[src/hdl/qet_pkg.sv]
// Shared types and constants for the quoted, escaped tokenizer.
// No dependencies; imported by qet_parse and quoted_escaped_tokenizer.
package qet_pkg;

    localparam int BYTE_W      = 8;
    localparam int MASK_W      = 64;
    localparam int CFG_INDEX_W = 8;

    // Configuration register indexes
    localparam logic [CFG_INDEX_W-1:0] REG_DELIM_MASK_0 = 8'd0;
    localparam logic [CFG_INDEX_W-1:0] REG_DELIM_MASK_1 = 8'd1;
    localparam logic [CFG_INDEX_W-1:0] REG_DELIM_MASK_2 = 8'd2;
    localparam logic [CFG_INDEX_W-1:0] REG_DELIM_MASK_3 = 8'd3;

    // Reset delimiter set: TAB, LF, CR and space
    localparam logic [MASK_W-1:0] DELIM_MASK_0_RESET = 64'h0000_0001_0000_2600;

    localparam logic [BYTE_W-1:0] CH_QUOTE  = 8'h22;
    localparam logic [BYTE_W-1:0] CH_BSLASH = 8'h5C;
    localparam logic [BYTE_W-1:0] CH_LF     = 8'h0A;
    localparam logic [BYTE_W-1:0] CH_TAB    = 8'h09;
    localparam logic [BYTE_W-1:0] CH_CR     = 8'h0D;
    localparam logic [BYTE_W-1:0] CH_N      = 8'h6E;
    localparam logic [BYTE_W-1:0] CH_T      = 8'h74;
    localparam logic [BYTE_W-1:0] CH_R      = 8'h72;
    localparam logic [BYTE_W-1:0] CH_NUL    = 8'h00;

    typedef struct packed {
        logic              emit;
        logic [BYTE_W-1:0] out_byte;
        logic              byte_valid;
        logic              token_end;
        logic              string_end;
    } qet_result_t;

endpackage

[src/hdl/qet_parse.sv]
// Delimiter set registers, tokenizer state and the per-byte parse logic.
// Depends on qet_pkg.
module qet_parse
    import qet_pkg::*;
(
    input  logic                   clk,
    input  logic                   rst_n,
    input  logic                   cfg_write,
    input  logic [CFG_INDEX_W-1:0] cfg_index,
    input  logic [MASK_W-1:0]      cfg_data,
    input  logic [BYTE_W-1:0]      cur_byte,
    input  logic                   cur_last,
    input  logic                   step,
    output qet_result_t            result
);

    logic [4*MASK_W-1:0] delim_reg;
    logic                in_token_reg;
    logic                in_quote_reg;
    logic                escape_reg;
    logic                in_token_next;
    logic                in_quote_next;
    logic                escape_next;
    logic                is_delim;
    logic                tend;
    logic                bvalid;
    logic [BYTE_W-1:0]   obyte;

    always_ff @(posedge clk or negedge rst_n)
    begin
        if (!rst_n)
        begin
            delim_reg <= {{(3*MASK_W){1'b0}}, DELIM_MASK_0_RESET};
        end
        else if (cfg_write)
        begin
            unique case (cfg_index)
                REG_DELIM_MASK_0: delim_reg[0*MASK_W +: MASK_W] <= cfg_data;
                REG_DELIM_MASK_1: delim_reg[1*MASK_W +: MASK_W] <= cfg_data;
                REG_DELIM_MASK_2: delim_reg[2*MASK_W +: MASK_W] <= cfg_data;
                REG_DELIM_MASK_3: delim_reg[3*MASK_W +: MASK_W] <= cfg_data;
                default: ;
            endcase
        end
    end

    assign is_delim = delim_reg[cur_byte];

    always_comb
    begin
        in_token_next = in_token_reg;
        in_quote_next = in_quote_reg;
        escape_next   = escape_reg;
        tend          = 1'b0;
        bvalid        = 1'b0;
        obyte         = CH_NUL;
        if (in_token_reg && escape_reg)
        begin
            escape_next = 1'b0;
            case (cur_byte)
                CH_N:    begin obyte = CH_LF;    bvalid = 1'b1; end
                CH_T:    begin obyte = CH_TAB;   bvalid = 1'b1; end
                CH_R:    begin obyte = CH_CR;    bvalid = 1'b1; end
                CH_NUL:  begin obyte = CH_NUL;   bvalid = 1'b0; end
                default: begin obyte = cur_byte; bvalid = 1'b1; end
            endcase
        end
        else if (is_delim && !(in_token_reg && in_quote_reg))
        begin
            if (in_token_reg)
            begin
                tend          = 1'b1;
                in_token_next = 1'b0;
                in_quote_next = 1'b0;
            end
        end
        else
        begin
            in_token_next = 1'b1;
            if (!in_token_reg)
            begin
                in_quote_next = 1'b0;
            end
            if (cur_byte == CH_QUOTE)
            begin
                in_quote_next = !in_quote_next;
            end
            else if (cur_byte == CH_BSLASH)
            begin
                escape_next = 1'b1;
            end
            else
            begin
                obyte  = cur_byte;
                bvalid = 1'b1;
            end
        end
        if (cur_last)
        begin
            // The final byte closes any open token and clears all state.
            tend          = tend || in_token_next;
            in_token_next = 1'b0;
            in_quote_next = 1'b0;
            escape_next   = 1'b0;
        end
    end

    assign result.emit       = bvalid || tend || cur_last;
    assign result.out_byte   = bvalid ? obyte : CH_NUL;
    assign result.byte_valid = bvalid;
    assign result.token_end  = tend;
    assign result.string_end = cur_last;

    always_ff @(posedge clk or negedge rst_n)
    begin
        if (!rst_n)
        begin
            in_token_reg <= 1'b0;
            in_quote_reg <= 1'b0;
            escape_reg   <= 1'b0;
        end
        else if (step)
        begin
            in_token_reg <= in_token_next;
            in_quote_reg <= in_quote_next;
            escape_reg   <= escape_next;
        end
    end

endmodule

[src/hdl/quoted_escaped_tokenizer.sv]
// Top level of the quoted, escaped string tokenizer.
// Depends on qet_pkg and qet_parse.
//
// Usage:
//   Input channel (item_valid, item_stall, in_byte, is_last) carries one
//   string byte per transaction; is_last marks the final byte of a string.
//   Output channel (result_valid, result_stall, out_byte, byte_valid,
//   token_end, string_end) carries at most one result per input byte.
//   Bytes that are skipped delimiters, quotes, backslashes or escaped zero
//   bytes produce no result unless they are the final byte of the string.
//   Configuration channel (cfg_valid, cfg_ready, cfg_index, cfg_data)
//   writes the four 64-bit delimiter mask registers; cfg_ready is always
//   high and writes to indexes above 3 are ignored. Write only when idle.
// Timing:
//   One byte is accepted every cycle unless item_stall is high. A byte
//   waits in the input register while its result is computed; the result
//   is then registered in the output register and held there until taken.
//   The tokenizer state is updated as the byte leaves the input register.
// Reset:
//   rst_n clears the valid flags of both pipeline registers and the
//   tokenizer state, and restores the delimiter set to space, TAB, LF and CR.
// Stalls:
//   While result_stall holds a result, a byte that produces a result waits
//   in the input register and item_stall rises; silent bytes still drain.
module quoted_escaped_tokenizer
    import qet_pkg::*;
(
    input  logic                   clk,
    input  logic                   rst_n,
    input  logic                   item_valid,
    output logic                   item_stall,
    input  logic [BYTE_W-1:0]      in_byte,
    input  logic                   is_last,
    output logic                   result_valid,
    input  logic                   result_stall,
    output logic [BYTE_W-1:0]      out_byte,
    output logic                   byte_valid,
    output logic                   token_end,
    output logic                   string_end,
    input  logic                   cfg_valid,
    output logic                   cfg_ready,
    input  logic [CFG_INDEX_W-1:0] cfg_index,
    input  logic [MASK_W-1:0]      cfg_data
);

    logic              s1_valid_reg;
    logic [BYTE_W-1:0] s1_byte_reg;
    logic              s1_last_reg;
    qet_result_t       res_reg;
    logic              res_valid_reg;
    qet_result_t       step_res;
    logic              out_free;
    logic              s1_advance;
    logic              s1_load;

    assign cfg_ready  = 1'b1;
    assign out_free   = !res_valid_reg || !result_stall;
    assign s1_advance = s1_valid_reg && (!step_res.emit || out_free);
    assign item_stall = s1_valid_reg && !s1_advance;
    assign s1_load    = item_valid && !item_stall;

    qet_parse u_parse (
        .clk       (clk),
        .rst_n     (rst_n),
        .cfg_write (cfg_valid && cfg_ready),
        .cfg_index (cfg_index),
        .cfg_data  (cfg_data),
        .cur_byte  (s1_byte_reg),
        .cur_last  (s1_last_reg),
        .step      (s1_advance),
        .result    (step_res)
    );

    always_ff @(posedge clk or negedge rst_n)
    begin
        if (!rst_n)
        begin
            s1_valid_reg <= 1'b0;
        end
        else if (s1_load || s1_advance)
        begin
            s1_valid_reg <= s1_load;
        end
    end

    always_ff @(posedge clk)
    begin
        if (s1_load)
        begin
            s1_byte_reg <= in_byte;
            s1_last_reg <= is_last;
        end
    end

    always_ff @(posedge clk or negedge rst_n)
    begin
        if (!rst_n)
        begin
            res_valid_reg <= 1'b0;
        end
        else if (out_free)
        begin
            res_valid_reg <= s1_advance && step_res.emit;
        end
    end

    always_ff @(posedge clk)
    begin
        if (out_free && s1_advance && step_res.emit)
        begin
            res_reg <= step_res;
        end
    end

    assign result_valid = res_valid_reg;
    assign out_byte     = res_reg.out_byte;
    assign byte_valid   = res_reg.byte_valid;
    assign token_end    = res_reg.token_end;
    assign string_end   = res_reg.string_end;

    // A result always carries something: a byte, a token end or a string end.
    assert property (@(posedge clk) disable iff (!rst_n)
        result_valid |-> (byte_valid || token_end || string_end))
        else $error("empty result delivered");

    // No byte travels without its valid flag.
    assert property (@(posedge clk) disable iff (!rst_n)
        (result_valid && !byte_valid) |-> (out_byte == CH_NUL))
        else $error("out_byte nonzero without byte_valid");

    // The input side only stalls while a byte is waiting on a stalled result.
    assert property (@(posedge clk) disable iff (!rst_n)
        item_stall |-> (s1_valid_reg && result_valid && result_stall))
        else $error("input stalled without a stalled result");

    // A held result is not overwritten while the receiver stalls.
    assert property (@(posedge clk) disable iff (!rst_n)
        (result_valid && result_stall) |=> (result_valid && $stable(res_reg)))
        else $error("stalled result changed");

endmodule
[config.mk]
export PLATFORM = sky130hd
export DESIGN_NAME = quoted_escaped_tokenizer
export DESIGN_NICKNAME = d
export VERILOG_FILES = /design/src/hdl/qet_pkg.sv /design/src/hdl/qet_parse.sv /design/src/hdl/quoted_escaped_tokenizer.sv
export SDC_FILE = /design/constraint.sdc
export NUM_CORES = 1
export LEC_CHECK = 0
export BUFFER_PORTS_ARGS = -buffer_cell sky130_fd_sc_hd__buf_4
export CAP_MARGIN = 20
export CORE_ASPECT_RATIO = 1.4
export CORE_MARGIN = 2
export CORE_UTILIZATION = 35
export CTS_BUF_LIST = sky130_fd_sc_hd__clkbuf_4
export CTS_CLUSTER_SIZE = 8
export DETAILED_ROUTE_END_ITERATION = 8
export PLACE_DENSITY_LB_ADDON = 0.1
export SYNTH_ARGS = -nofsm -noshare
export SYNTH_HDL_FRONTEND = slang
export SYNTH_SLANG_ARGS = --single-unit
[constraint.sdc]
create_clock -name clk -period 3.8 [get_ports clk]
set_input_delay 0.38 -clock clk [delete_from_list [all_inputs] [get_ports clk]]
set_output_delay 0.38 -clock clk [all_outputs]
set_load 0.02 [all_outputs]
### After elaboration in Yosys (flattened, before gate mapping)

Cells that the tools add are included.

| word-level totals | value |
|---|---|
| register bits after elaboration | 281 |
| input bits | 86 |
| output and inout port bits | 14 |
| word-level logic and storage cells | 91 |

| operators by class | value |
|---|---|
| magnitude comparators | 1 |
| equal/unequal tests | 12 |
| muxes and demuxes | 32 |
| reduce and logical (&&, ||, !) cells | 31 |

Operators with widths:

| cell | count |
|---|---|
| 8-bit by 7-bit equality test with 1-bit output, second input constant | 4 |
| 8-bit 2-to-1 mux | 4 |
| 8-bit one-hot mux with 4 select lines | 1 |
| 1-bit 2-to-1 mux | 26 |
| 8-bit by 2-bit equality test with 1-bit output, second input constant | 2 |
| 8-bit logical NOT | 2 |
| 1-bit logical AND | 9 |
| 8-bit by 9-bit < comparator with 1-bit output, second input constant | 1 |
| 3-bit by 2-bit != test with 1-bit output, second input constant | 3 |
| 1-bit binary-select mux with 8-bit select | 1 |
| 8-bit by 1-bit equality test with 1-bit output, second input constant | 1 |
| 8-bit by 6-bit equality test with 1-bit output, second input constant | 1 |
| 2-bit AND reduction | 4 |
| 1-bit logical NOT | 7 |
| 1-bit logical OR | 6 |
| 4-bit AND reduction | 1 |
| 3-bit AND reduction | 1 |
| 3-bit nonzero test | 1 |
| 2-bit != test, second input constant | 1 |

### Longest topological paths before layout

| depth | value |
|---|---|
| depth in word-level cells | 17 |
| mapped depth | 14 |
| mapped depth without buffers | 9 |

### By module

From an unflattened synthesis, not the netlist that was laid out.

| second synthesis, totals | value |
|---|---|
| cells, all modules | 914 |
| area, all modules | 13075.0 um^2 |

Modules (own cells, without submodules):

| module | instances | cells each | area an instance (um^2) | sequential area each (um^2) |
|---|---|---|---|---|
| qet_parse | 1 | 880 | 12358.1 | 6486.2 |
| quoted_escaped_tokenizer | 1 | 34 | 716.9 | 650.6 |

### Least setup slack after synthesis

No wires, ideal clock.

| path | value |
|---|---|
| path type | register -> register |
| start point | reg s1_byte_reg[2] |
| end point | reg res_reg, in the netlist byte_valid (enable) |
| setup time | 0.383 ns |
| arrival time | 3.232 ns |
| data required time | 3.417 ns |
| setup slack | 0.185 ns |
| stages on the path, launching flop included | 12 |
| buffers on the path | 2 |
| clock period less this slack | 3.615 ns |
| cells stage by stage | edfxtp_1 clkbuf_1 clkbuf_1 mux4_2 mux2i_1 nor2_1 o31a_1 o32a_2 o221a_4 o221ai_1 o21ai_0 a21oi_1 |

| on the way | value |
|---|---|
| word-level cells in the longest chain between the ends | 14 |
| elaborated cells between the ends (all ways) | 24 |
| classes of those cells | 2 x eq/ne; 12 x mux; 10 x reduce/logical |

Ends and longest elaborated chain:

| what | RTL line | source |
|---|---|---|
| start, declared | quoted_escaped_tokenizer.sv:47 | `logic [BYTE_W-1:0] s1_byte_reg;` |
| start signal, assigned | quoted_escaped_tokenizer.sv:90 | `s1_byte_reg <= in_byte;` |
| 1-bit binary-select mux with 8-bit select | qet_parse.sv:47 | `assign is_delim = delim_reg[cur_byte];` |
| 1-bit 2-to-1 mux (not written as such) | qet_parse.sv:47 |  |
| 1-bit logical AND | qet_parse.sv:68 | `else if (is_delim && !(in_token_reg && in_quote_reg))` |
| 1-bit 2-to-1 mux | qet_parse.sv:68 |  |
| 1-bit 2-to-1 mux | qet_parse.sv:57 | `if (in_token_reg && escape_reg)` |
| 1-bit logical OR | qet_parse.sv:101 | `tend = tend \|\| in_token_next;` |
| 1-bit 2-to-1 mux | qet_parse.sv:98 | `if (cur_last)` |
| 1-bit logical OR (*) (2 in a row) | qet_parse.sv:108 | `assign result.emit = bvalid \|\| tend \|\| cur_last;` |
| 1-bit logical NOT | quoted_escaped_tokenizer.sv:58 | `assign s1_advance = s1_valid_reg && (!step_res.emit \|\| out_free);` |
| 1-bit logical OR | quoted_escaped_tokenizer.sv:58 |  |
| 1-bit logical AND | quoted_escaped_tokenizer.sv:58 |  |
| 1-bit logical AND | quoted_escaped_tokenizer.sv:109 | `if (out_free && s1_advance && step_res.emit)` |
| 1-bit logical AND (*) | quoted_escaped_tokenizer.sv:109 |  |
| end signal, assigned | quoted_escaped_tokenizer.sv:111 | `res_reg <= step_res;` |
| end, declared | quoted_escaped_tokenizer.sv:49 | `qet_result_t res_reg;` |

Every way passes the cells marked *; elsewhere a longest branch is shown, timed or not. The select of a mux whose other input is x is not followed.
A chain may end at the register's enable or synchronous reset.

### Final worst setup path

| path | value |
|---|---|
| start point | reg s1_byte_reg[1] |
| end point | out item_stall |

| on the way | value |
|---|---|
| word-level cells in the longest chain between the ends | 14 |
| elaborated cells between the ends (all ways) | 24 |
| classes of those cells | 2 x eq/ne; 12 x mux; 10 x reduce/logical |

Ends and longest elaborated chain:

| what | RTL line | source |
|---|---|---|
| 1-bit binary-select mux with 8-bit select | qet_parse.sv:47 |  |
| 1-bit 2-to-1 mux (not written as such) | qet_parse.sv:47 |  |
| 1-bit logical AND | qet_parse.sv:68 |  |
| 1-bit 2-to-1 mux | qet_parse.sv:68 |  |
| 1-bit 2-to-1 mux | qet_parse.sv:57 |  |
| 1-bit logical OR | qet_parse.sv:101 |  |
| 1-bit 2-to-1 mux | qet_parse.sv:98 |  |
| 1-bit logical OR (*) (2 in a row) | qet_parse.sv:108 |  |
| 1-bit logical NOT (*) | quoted_escaped_tokenizer.sv:58 |  |
| 1-bit logical OR (*) | quoted_escaped_tokenizer.sv:58 |  |
| 1-bit logical AND (*) | quoted_escaped_tokenizer.sv:58 |  |
| 1-bit logical NOT (*) | quoted_escaped_tokenizer.sv:59 | `assign item_stall = s1_valid_reg && !s1_advance;` |
| 1-bit logical AND (*) | quoted_escaped_tokenizer.sv:59 |  |
| end, declared | quoted_escaped_tokenizer.sv:31 | `output logic item_stall,` |

Marked as above.

==> results.txt <==
* Final weighted congestion of routability-driven global placement: 0.808
* Maximum clock frequency: between 200 and 250 MHz
* Required time of the worst setup path: between 3000 and 4000 ps
- Via count of the first global-routing pass: 9146
- Dividing the detail-routed wire length by the instance count gives approximately 21 microns.
- After synthesis, the largest family of logic cells by area is multiplexers.
- Once placement completed, the tool counted placed cells totaling around 1400.
- Ordered cell list for the critical path: buf_6 -> buf_12 -> buf_4 -> buf_4 -> buf_4 -> mux4_2 -> mux2i_2 -> a32oi_1 -> nand3_1 -> o311ai_2 -> o221a_4 -> buf_6 -> o221a_4 -> a211oi_4 -> buf_4 -> buf_6
- The clock drives about 280 sinks.
* Run status: finished with violations
- The routed layout has 8572 vias.
- Number of violations reported at the end of detailed-routing iteration 0: around 360
* Core Region: around 37000 sq um
* DRT Wirelength: 35.3 mm
- The initial antenna violation count is 1.
* Pin count of the biggest net entering global routing: between 100 and 150
- The die covers 38600 sq um.
* Post-synthesis register bit count: between 200 and 300
* Final critical delay including setup and external delays: roughly 4400 ps
- Global routing finished with a remaining overflow of 0.
* Dominant cells by area after synthesis: dfrtp_1, mux2_2, mux4_2, edfxtp_1, mux2i_1
- Pre-CTS setup slack: -227 ps
- CTS tree: done
* Final Max Tran Viols: 0
- Worst Clk Skew: around 42 ps
* Filler Cells Inserted: roughly 3400
* Largest stage delay on the critical path: 430 ps
* Syn Nets: 941
- Post-route DRC violation count: 0
- The worst setup path is captured at an output port.
- The register with the most flip-flops in the layout has roughly 260 of them.
- Data on the critical path arrives at its endpoint at 4030 ps.
* I/O Buffers: 98
- Cell at the root of the clock tree: clkbuf_4
- The clock tree synthesis step divided the H-tree into 3 levels.
- For this run, the post-layout net count is 1238.
* Area Overhead vs Synth: 30.1%
* Chip height: around 230 microns
- Critical Path Start Type: flop
- Across the run, the number of max-cap violations was 0.
* Leakage power summed over all cells: slightly above 8 nW
- Number of synthesized flops with an enable pin: 20
* Die boundary width: around 170 microns
- The cell area that synthesis handed to floorplanning was 12900 sq um.
* Share of synthesized cell area in full adder, half adder and majority cells: 0
* Slew at the pin closest to its max-slew limit: between 900 and 1000 ps
- The floorplan has 83 rows.
- TritonCTS Buffers: 74
- RSZ-0062 raised after global routing: yes
- The compound-gate portion of the synthesized area came to 0.0386.
* Effective utilization at floorplan: 0.354
* Mean area per synthesized cell: 15.1 sq um
- Hold Fails Final Rpt: 0
* Maximum count of clock buffers along a single path: 3
- Cell variety after synth: 60
- Setup violations remaining at the end of the flow were counted as 21.
- Across the VDD grid, the largest voltage drop is ~0.33 mV.
- Of the synthesized area, sequential elements account for 0.551.
- Of the cells placed in the final design, the portion with a size suffix greater than 1 is 0.544.
- Once routing completed, OpenROAD measured the worst setup slack at -614 ps.
- Length of the first detailed-routing pass in iterations: 4
- 100 I/O pins were placed.
* Wire length of the first global-routing pass: 55.5 mm
- The share of synthesized area in the top cell type comes to 0.497.
- In the post-synthesis netlist, the cell with the most instances is mux2_2.
- Final worst path period share: 1.16
* Post-route ant nets: 0
- The worst pin sits at a relative slew slack of 0.340.
- The count of cells in the finished layout, fillers not included, comes to 1673.
* Register clock-pin slew on the reported worst setup and hold paths: roughly 70 ps
- CP max FO: 7
- Critical path class: flop to output port
* Failing checks: negative setup slack
- Ranked by instance count, the synthesized netlist is headed by mux2_2, dfrtp_1, mux4_2, mux2i_1, clkbuf_1.
- Post-synthesis mux area share: 0.349
- Total half-perimeter wirelength after legalization and detailed placement: between 20 and 25 mm
* Global-route usage over all layers: 0.190
- The multi-input combinational cells in the finished layout cover a total of between 5000 and 6000 sq um.
- Share of the synthesized netlist area taken by xor and xnor gates: 0.000677
- The cell that appears most often on the critical path is buf_4.
- Cell accounting for the most synthesized area: dfrtp_1
- Later-pin clock latency in the skew report: 750 ps
- The path class of the tightest hold or removal check is input port to async pin.
- Post-DR vias/cell: between 5 and 6
- Of the total synthesized cell area, the portion taken by AND, OR, NAND and NOR gates is 0.0346.
- In the final layout, flip-flops and latches occupy 7140 sq um.
- Async set-reset flop share out of synthesis: 0.929
* Power density over the cells: 418 nW/um^2
* Most instantiated flip-flop cell in the synthesis netlist: dfrtp_1
* Warnings, synthesis: 0
* CP max-delay cell: edfxtp_1
* Synthesized instance count: ~860
-- critical path, delay by kind of cell, from the launching register on --
kind / cells / cell delay [ps]
buffers and inverters: 8 / 1140
DFF: 1 / 430
muxes: 2 / 520
AOI/OAI and AO/OA: 5 / 1050
and+or+nand+nor: 1 / 130
-- final timing paths --
check | cells past startpoint | endpoint | start | slack [ps]
setup / recovery | 16 | item_stall | s1_byte_reg[1] | -610
hold / removal | 2 | u_parse.delim_reg[20] | rst_n | 220
setup reg to reg | 13 | s1_byte_reg[7] | s1_byte_reg[0] | -250
hold reg to reg | 1 | u_parse.delim_reg[63] | u_parse.delim_reg[63] | 500
max in group asynchronous | 3 | u_parse.delim_reg[32] | rst_n | 2630
min in group clk | 3 | u_parse.delim_reg[204] | cfg_index[1] | 240
-- routing by layer --
| layer | routed length, microns | vias up | part of all wire | track usage |
|---|---|---|---|---|
| li1 | - | 3876 | - | - |
| met1 | 14700 | 4460 | 0.42 | 0.234 |
| met2 | 18400 | 187 | 0.52 | 0.333 |
| met3 | 1510 | 49 | 0.043 | 0.0369 |
| met4 | 687 | 0 | 0.019 | 0.0676 |
| met5 | 0 | - | 0 | 0 |
-- stage by stage --
step | util | hold slack (ps) | instance area [sq um] | total power [mW] | setup TNS [ps]
after floorplan | - | 84.4 | 12900 | 3.73 | 0
after global placement | 0.402 | 479 | 14700 | 4.17 | -2940
after detailed placement | 0.402 | 487 | 14700 | 4.17 | -4020
after global routing | 0.461 | 207 | 16800 | 7.43 | -8730
after CTS | 0.460 | 170 | 16800 | 7.18 | -4430
final | 0.461 | 225 | 16800 | 7.03 | -4430
-- cell type report --
type | instances | area share
tap | 467 | 0.0347
multi-input combinational | 507 | 0.330
sequential | 281 | 0.424
antenna | 2 | 0.000297
clock inverter | 14 | 0.00803
clock buffer | 114 | 0.0508
timing repair buffer | 277 | 0.150
inverter | 11 | 0.00245
-- timing repair --
action / 4_1_cts / 5_1_grt
hold buffers: 76 / 0
pin swaps: 8 / 2
endpoints found under the setup margin: 21 / 21
gates cloned: 4 / 0
buffers inserted: 18 / 0
resized for setup: 34 / 1
endpoints found under the hold margin: 366 / 0
-- layout by cell type (no fill, tap or decap), drive strengths merged, types with 2 or more instances in the layout --
cell type,n
o221a,2
mux2i,41
nand2,26
a21o,2
diode,2
a21oi,14
dfstp,4
dfrtp,257
nor2b,5
nand4,3
bufinv,3
edfxtp,20
nand2b,2
nor3b,2
or2,2
a32oi,2
clkbuf,114
and3,2
clkinv,13
nor3,4
dlygate4sd3,76
buf,200
o31a,2
nand3,14
nand3b,3
nor4,3
inv,9
a221oi,3
o21ai,5
mux2,258
a31o,2
nor2,20
a211oi,5
o221ai,3
mux4,52
and2,2
a22oi,10
-- power breakdown --
group	internal, mW	total, mW	switching [mW]
Clock	1.56	2.80	1.24
Combinational	0.509	0.946	0.437
Sequential	3.19	3.29	0.0943
Total	5.26	7.03	1.77
-- kinds of logic after synthesis --
| logic type | count (synthesis) |
|---|---|
| and+or+nand+nor | 91 |
| buffers and inverters | 67 |
| xor gates and xnor gates | 1 |
| DFF | 281 |
| other | 1 |
| muxes | 351 |
| AOI/OAI and AO/OA | 63 |
(Power assumes the default switching activity.)
